===== src/design/sqr_pkg.sv =====
package sqr_pkg;

  // cordic datapath
  localparam int CORDIC_STEPS     = 14;
  localparam int CORDIC_PER_STAGE = 2;
  localparam int CW               = 18;
  localparam logic signed [CW-1:0] CORDIC_GAIN = 18'sd9949;

  // divider datapath
  localparam int DIV_NUM_W          = 32;
  localparam int DIV_DEN_W          = 16;
  localparam int DIV_BITS_PER_STAGE = 2;
  localparam int LANES              = 4;

  // lane numbers of the divider
  localparam int LANE_X = 0;
  localparam int LANE_Y = 1;
  localparam int LANE_W = 2;
  localparam int LANE_H = 3;

  // configuration registers
  localparam int CFG_AW = 5;
  localparam logic [2:0] REG_VLEFT = 3'd0;
  localparam logic [2:0] REG_VTOP  = 3'd1;
  localparam logic [2:0] REG_VWID  = 3'd2;
  localparam logic [2:0] REG_VHGT  = 3'd3;
  localparam logic [2:0] REG_SWID  = 3'd4;
  localparam logic [2:0] REG_SHGT  = 3'd5;

  localparam logic [15:0] VLEFT_RST = 16'hEC00;
  localparam logic [15:0] VTOP_RST  = 16'hF100;
  localparam logic [14:0] VWID_RST  = 15'd10240;
  localparam logic [14:0] VHGT_RST  = 15'd7680;
  localparam logic [14:0] SWID_RST  = 15'd10240;
  localparam logic [14:0] SHGT_RST  = 15'd7680;

  // arctangent of 2^-i in 1/65536 turn
  function automatic logic signed [CW-1:0] atan_step(input int i);
    logic signed [CW-1:0] a;
    case (i)
      0:       a = 18'sd8192;
      1:       a = 18'sd4836;
      2:       a = 18'sd2555;
      3:       a = 18'sd1297;
      4:       a = 18'sd651;
      5:       a = 18'sd326;
      6:       a = 18'sd163;
      7:       a = 18'sd81;
      8:       a = 18'sd41;
      9:       a = 18'sd20;
      10:      a = 18'sd10;
      11:      a = 18'sd5;
      12:      a = 18'sd3;
      13:      a = 18'sd1;
      default: a = '0;
    endcase
    return a;
  endfunction

  typedef struct packed {
    logic signed [15:0] pos_x;
    logic signed [15:0] pos_y;
    logic [14:0]        size_w;
    logic [14:0]        size_h;
    logic [8:0]         anchor_x;
    logic [8:0]         anchor_y;
    logic [15:0]        angle;
    logic signed [15:0] tex_u0;
    logic signed [15:0] tex_v0;
    logic signed [15:0] tex_u1;
    logic signed [15:0] tex_v1;
    logic               virtual_coords;
  } req_t;

  typedef struct packed {
    req_t               req;
    logic signed [15:0] c;
    logic signed [15:0] s;
    logic [LANES-1:0]   neg;
  } div_side_t;

endpackage


===== src/design/sqr_cordic.sv =====
module sqr_cordic #(
  parameter int PER_STAGE = sqr_pkg::CORDIC_PER_STAGE,
  parameter int SIDE_W    = 1
) (
  input  logic                clk,
  input  logic                rst_n,
  input  logic                en,
  input  logic                in_valid,
  input  logic [15:0]         angle,
  input  logic [SIDE_W-1:0]   in_side,
  output logic                out_valid,
  output logic signed [15:0]  cos_o,
  output logic signed [15:0]  sin_o,
  output logic [SIDE_W-1:0]   out_side
);

  localparam int STAGES = sqr_pkg::CORDIC_STEPS / PER_STAGE;
  localparam int CW     = sqr_pkg::CW;

  logic signed [CW-1:0] x_r [STAGES];
  logic signed [CW-1:0] y_r [STAGES];
  logic signed [CW-1:0] z_r [STAGES];
  logic [1:0]           quad_r [STAGES];
  logic                 zero_r [STAGES];
  logic [SIDE_W-1:0]    side_r [STAGES];
  logic                 vld_r  [STAGES];

  function automatic logic signed [15:0] clamp_q14(input logic signed [CW-1:0] v);
    logic signed [15:0] r;
    if (v > 18'sd16384) r = 16'sd16384;
    else if (v < -18'sd16384) r = -16'sd16384;
    else r = v[15:0];
    return r;
  endfunction

  genvar k;
  for (k = 0; k < STAGES; k++) begin : g_stage
    logic signed [CW-1:0] x_in, y_in, z_in;
    logic signed [CW-1:0] x_nxt, y_nxt, z_nxt;
    logic [1:0]           quad_in;
    logic                 zero_in;
    logic [SIDE_W-1:0]    side_in;
    logic                 vld_in;

    if (k == 0) begin : g_first
      assign x_in    = sqr_pkg::CORDIC_GAIN;
      assign y_in    = '0;
      assign z_in    = CW'({1'b0, angle[13:0]});
      assign quad_in = angle[15:14];
      assign zero_in = (angle[13:0] == 14'd0);
      assign side_in = in_side;
      assign vld_in  = in_valid;
    end else begin : g_next
      assign x_in    = x_r[k-1];
      assign y_in    = y_r[k-1];
      assign z_in    = z_r[k-1];
      assign quad_in = quad_r[k-1];
      assign zero_in = zero_r[k-1];
      assign side_in = side_r[k-1];
      assign vld_in  = vld_r[k-1];
    end

    always_comb begin
      logic signed [CW-1:0] xv, yv, zv, xs, ys;
      xv = x_in;
      yv = y_in;
      zv = z_in;
      for (int j = 0; j < PER_STAGE; j++) begin
        xs = yv >>> (k * PER_STAGE + j);
        ys = xv >>> (k * PER_STAGE + j);
        if (zv >= 0) begin
          xv = xv - xs;
          yv = yv + ys;
          zv = zv - sqr_pkg::atan_step(k * PER_STAGE + j);
        end else begin
          xv = xv + xs;
          yv = yv - ys;
          zv = zv + sqr_pkg::atan_step(k * PER_STAGE + j);
        end
      end
      x_nxt = xv;
      y_nxt = yv;
      z_nxt = zv;
    end

    always_ff @(posedge clk) begin
      if (!rst_n) begin
        vld_r[k] <= 1'b0;
      end else if (en) begin
        vld_r[k] <= vld_in;
      end
    end

    always_ff @(posedge clk) begin
      if (en) begin
        x_r[k]    <= x_nxt;
        y_r[k]    <= y_nxt;
        z_r[k]    <= z_nxt;
        quad_r[k] <= quad_in;
        zero_r[k] <= zero_in;
        side_r[k] <= side_in;
      end
    end
  end

  logic signed [15:0] c0, s0;

  always_comb begin
    if (zero_r[STAGES-1]) begin
      c0 = 16'sd16384;
      s0 = '0;
    end else begin
      c0 = clamp_q14(x_r[STAGES-1]);
      s0 = clamp_q14(y_r[STAGES-1]);
    end
    case (quad_r[STAGES-1])
      2'd0: begin cos_o = c0;  sin_o = s0;  end
      2'd1: begin cos_o = -s0; sin_o = c0;  end
      2'd2: begin cos_o = -c0; sin_o = -s0; end
      default: begin cos_o = s0; sin_o = -c0; end
    endcase
  end

  assign out_valid = vld_r[STAGES-1];
  assign out_side  = side_r[STAGES-1];

endmodule


===== config.mk =====
export PLATFORM = sky130hd
export DESIGN_NAME = sqr_cordic
export DESIGN_NICKNAME = d
export VERILOG_FILES = /design/src/design/sqr_pkg.sv /design/src/design/sqr_cordic.sv
export SDC_FILE = /design/constraint.sdc
export NUM_CORES = 2
export LEC_CHECK = 0
export CAP_MARGIN = 15
export CORE_ASPECT_RATIO = 1.2
export CORE_UTILIZATION = 65
export CTS_CLUSTER_SIZE = 8
export DETAILED_ROUTE_END_ITERATION = 16
export DONT_BUFFER_PORTS = 1
export PLACE_DENSITY_LB_ADDON = 0.08
export SYNTH_ARGS = -nofsm -noshare
export SYNTH_HDL_FRONTEND = slang
export SYNTH_SLANG_ARGS = --single-unit

===== constraint.sdc =====
create_clock -name clk -period 10.3 [get_ports clk]
set_input_delay 1.03 -clock clk [delete_from_list [all_inputs] [get_ports clk]]
set_output_delay 1.03 -clock clk [all_outputs]
set_load 0.01 [all_outputs]

-- After elaboration in Yosys (flattened, before gate mapping)
Memories as Yosys holds them, arrays and structs flattened.
Cells that the tools add are included.
Widths: inputs -> output; s select.
- bits in registers: 0
- memory bits (writable): 413
- input bits: 21
- logic and storage cells: 207
- memories kept: 7
- $add $sub $neg: 82
- order comparisons: 18
- eq/ne operators: 2
- muxes and demuxes: 89
- bitwise gates (word level): 7
- reductions and logical operators: 2
- memories (memory ; depth ; bits a word ; rd ports ; clocked after Yosys merged registers in ; wr ports ; line ; source):
    x_r ; 7 ; 18 ; 7 ; 0 ; 7 ; sqr_cordic.sv:20 ; logic signed [CW-1:0] x_r [STAGES];
    y_r ; 7 ; 18 ; 7 ; 0 ; 7 ; sqr_cordic.sv:21 ; logic signed [CW-1:0] y_r [STAGES];
    z_r ; 7 ; 18 ; 6 ; 0 ; 7 ; sqr_cordic.sv:22 ; logic signed [CW-1:0] z_r [STAGES];
    quad_r ; 7 ; 2 ; 7 ; 0 ; 7 ; sqr_cordic.sv:23 ; logic [1:0] quad_r [STAGES];
    side_r ; 7 ; 1 ; 7 ; 0 ; 7 ; sqr_cordic.sv:25 ; logic [SIDE_W-1:0] side_r [STAGES];
    vld_r ; 7 ; 1 ; 7 ; 0 ; 7 ; sqr_cordic.sv:26 ; logic vld_r [STAGES];
    +1 memories ; - ; - ; - ; - ; - ; - ;
- operator list (cell ; number):
    $mux 18 ; 69
    $add 18x18->18 ; 13
    $ge 18x1->1 const B ; 13
    $sub 18x18->18 ; 13
    $mux 16 ; 6
    $pmux 16 s3 ; 2
    $add 18x10->18 ; 2
    $add 18x11->18 ; 2
    $add 18x12->18 ; 2
    $add 18x13->18 ; 2
    $add 18x14->18 ; 2
    $add 18x15->18 ; 2
    $add 18x16->18 ; 2
    $add 18x5->18 ; 2
    $add 18x6->18 ; 2
    $add 18x7->18 ; 2
    $add 18x8->18 ; 2
    $add 18x9->18 ; 2
    $gt 18x16->1 const B ; 2
    $lt 18x15->1 const B ; 2
    $sub 18x10->18 ; 2
    $sub 18x11->18 ; 2
    $sub 18x12->18 ; 2
    $sub 18x13->18 ; 2
    other kinds (22) ; 48

-- Depth between registers and ports, before layout
An unclocked memory read counts as a cell.
- depth after elaboration: 9
- mapped depth: 36
- mapped depth without buffers: 34

-- Least setup slack after synthesis
OpenSTA, ideal clock, no wires.
- path type: reg2reg
- from: memory z_r[3][17]
- to: memory y_r[4][14], data pin
- arrival time: 7.113 ns
- path slack: 2.929 ns
- cell stages (with the launch flop): 34
- buffers on the path: 3
- path through: edfxtp_1 inv_1 ha_1 nor4b_1 nand4_1 nor2_1 nor2_1 inv_2 clkbuf_1 ha_1 a21o_1 a21oi_1 o21ai_0 a31oi_1 a21oi_1 a21o_1 a211oi_1 xnor2_1 clkbuf_1 buf_1 nor2_1 xnor2_1 ha_1 a21o_1 a21oi_1 o21bai_1 a21oi_1 o21bai_1 a21oi_1 o21bai_1 a2111oi_0 o41ai_1 a21oi_1 xnor2_1
- RTL lines (element ; line):
    from (decl) ; sqr_cordic.sv:22
    to (decl) ; sqr_cordic.sv:21

==> run summary <==
Measured slew at the worst slew-check pin: 1768 ps
Synthesized area per cell: 8.777 um2
GP Congestion: 0.9211
CP arrival: 8960 ps
Max frequency: 116.0 MHz
Final TNS setup: 0 ps
Iter 0 DRT Violations: 1,944
Final Slew Violations: 118
Total number of vias: 35,548
Nets: 5,590
Post-CTS Setup Bufs: 0
Clk root buf: clkbuf_16
Seq/Total Area, Yosys: 25.51%
Crit-path leading delay family: compound AO/OA/AOI/OAI gates
Instance count on the critical path: 31
Clock slew seen by the registers of the worst setup and hold paths: 50 ps
Synthesized instance count: 4,891
Synth-to-Final Area Change: 5.482%
Top cell type by total area after synthesis: edfxtp_1
Endpoints failing setup: 0
First-pass GRT wire length: 165.5 mm
Post-route antenna net violation count: 0
Slew headroom: -17.84%
# port buffers: 0
Worst setup SP type: flop
Worst r2r src: z_r[1][17]
Slowest-stage cell, CP: inv_1
Critical Path Start: z_r[1][17]
IO Pins: 55
Core Region: 64,960 um2
Initial antenna violation count: 0
Routed WL per cell: 17.69 um
CP peak stage delay: 730 ps
Fin cells: 5,745
Num CTS Buffers: 52
FP Rows: 102
TritonCTS clock tree: built
Cts hold-fix bufs: 0
Inst Count DP: 5,675
Vias in the first global route: 34,543
Max-Cap Viols: 0
Layout cell share with drive strength beyond 1: 3.155%
DRC viols: 0
Status: finished, violations left
CP max FO: 27
DR vias/cell: 6.188
Hold Path Origin: zero_r[5]
Hold Crit Class: reg2reg
Most common cell in the netlist: ha_1
Top post-synthesis cells by count: ha_1 (641), xnor2_1 (451), nor2_1 (438)
Failing checks: max-slew violations
Period minus WS final: 8619 ps
Post-synth top area share: 25.46%
Grt total ovfl: 0
Die X: 236.6 um
Setup CP Type: reg2reg
Main synth FF type: edfxtp_1
Dpl hpwl: 81.48 mm
Die footprint: 67,080 um2
End of the critical path: x_r[2][16]
Post-synth cell types: 98
Number of buffer and inverter stages on the critical path: 5
Total Routing Usage GR: 29.94%
Worst Path Required: 10,640 ps
Skew final: 24.00 ps
Area contributors post-synth: edfxtp_1 (25%), ha_1 (19%), xnor2_1 (9.2%), a21oi_1 (5.0%), xor2_1 (4.4%)
Post-cts resize count: 0
Number of synthesized register bits: 365
Final Hold Vio Count: 0
# diodes: 0
H-tree levels: 2
TritonRoute pass-1 iters: 5
R2R cell count: 31
Total routed wirelength: 101.7 mm
Post-Syn Area: 42,930 um2
Reg-to-reg endpoint: x_r[2][16]
Final Cycle Share: 83.68%
YS warnings: 0
Clock buffer depth: 3
Post-synth EDFFs: 364
Die H: 283.5 um
Clock latency on the worst-skew pair: 610 ps
Clock Sinks: 365
CP dominant cell by count: a21oi_1
Initial Util: 66.08%
Crit. End Element: flop
Syn Nets: 5,584
Pin count of the biggest net entering global routing: 367
RSZ-0062 raised after global routing: no
Flop2flop setup slack: 1680 ps
Post-synth ARST share: 0%
kinds of logic (layout without fill, tap and decap cells):
logic type                 count (synthesis)  count (layout)  share of synthesized area (%)
and+or+nand+nor                         1422            1422                          15.97
AOI/OAI and AO/OA                       1369            1369                          20.57
xor gates and xnor gates                 673             673                          13.97
adders and majority gates                672             672                          20.13
DFF                                      365             365                          25.51
buffers and inverters                    362             384                          3.174
muxes                                     28              28                         0.6762
registers in the layout, summed over array words and instances (netlist names):
name	cells
vld_r	7
zero_r	7
quad_r	14
side_r	7
x_r	111
z_r	108
y_r	111
worst reg2reg max path, delay by kind of cell, from the launching register on:
| family | cells | cell delay (ps) |
|---|---|---|
| multiplexers | 1 | 310 |
| AO/OA/AOI/OAI | 14 | 3230 |
| buffers and inverters | 5 | 2010 |
| AND/OR/NAND/NOR | 7 | 1200 |
| adder cells (fa/ha/maj) | 3 | 1090 |
| flip-flops | 1 | 380 |
| XOR/XNOR | 1 | 90 |
stage by stage:
stage / setup WS [ps] / hold slack [ps] / util [%] / cell area, um2
global route: 1055 / 422.7 / 69.71 / 45280
CTS: 1693 / 416.4 / 69.71 / 45280
global placement: 1937 / 400.3 / 67.54 / 43870
detailed placement: 1693 / 404.5 / 67.54 / 43870
finish: 1681 / 416.6 / 69.71 / 45280
floorplan: 2929 / 400.3 / - / 42930
worst min-delay path by stage:
stage / to / slack, ps / depth (start not counted)
after detailed placement: zero_r[6] / 400 / 0
after floorplan: quad_r[1][0] / 400 / 0
final: zero_r[6] / 420 / 0
after global placement: side_r[6] / 400 / 0
after global routing: quad_r[2][1] / 420 / 0
after CTS: zero_r[6] / 420 / 0
placed cells by master (no fill, tap or decap), types with 16 or more instances in the layout:
cell | Yosys | final
nor4_1 | 38 | 38
nand2b_1 | 62 | 62
a31oi_1 | 45 | 45
nor2_1 | 438 | 436
nor3_1 | 147 | 146
xor2_1 | 214 | 214
edfxtp_1 | 364 | 364
o31a_1 | 20 | 20
o21ai_0 | 248 | 248
mux2i_1 | 20 | 20
a21oi_1 | 432 | 432
nand3_1 | 94 | 94
o41ai_1 | 23 | 23
a21o_1 | 141 | 141
ha_1 | 641 | 641
o21bai_1 | 70 | 70
a211oi_1 | 37 | 37
o31ai_1 | 47 | 47
xnor2_1 | 451 | 450
buf_4 | 0 | 18
fa_1 | 31 | 31
o2111ai_1 | 19 | 19
and3_1 | 39 | 39
clkbuf_16 | 0 | 52
o21a_1 | 80 | 80
a2111oi_0 | 16 | 16
nand2_1 | 321 | 321
o21ai_1 | 17 | 16
a21boi_0 | 30 | 30
o211ai_1 | 20 | 20
inv_1 | 291 | 291
or3_1 | 60 | 60
nand4_1 | 23 | 23
or2_2 | 21 | 21
nor2b_1 | 78 | 78
and2_1 | 29 | 29
final cells by class:
class	instances	area, um2
multi-input combinational	4164	30640
clock inverter	4	53.80
timing repair buffer	18	135.1
sequential	365	10950
clock buffer	66	1354
tap	832	1041
inverter	296	1111
fill	5277	19680
routing by layer:
layer	up-vias	part of all wire [%]	wire, um	track usage [%]
met3	272	3.5	3581	3.142
li1	17933	-	-	-
met5	-	0	0	0
met4	0	4.8	4839	14.76
met2	740	51	51750	55.52
met1	16603	41	41480	33.85
Power is not shown: default switching activity piles up to over one toggle a cycle in this logic, so the estimate is an artifact.
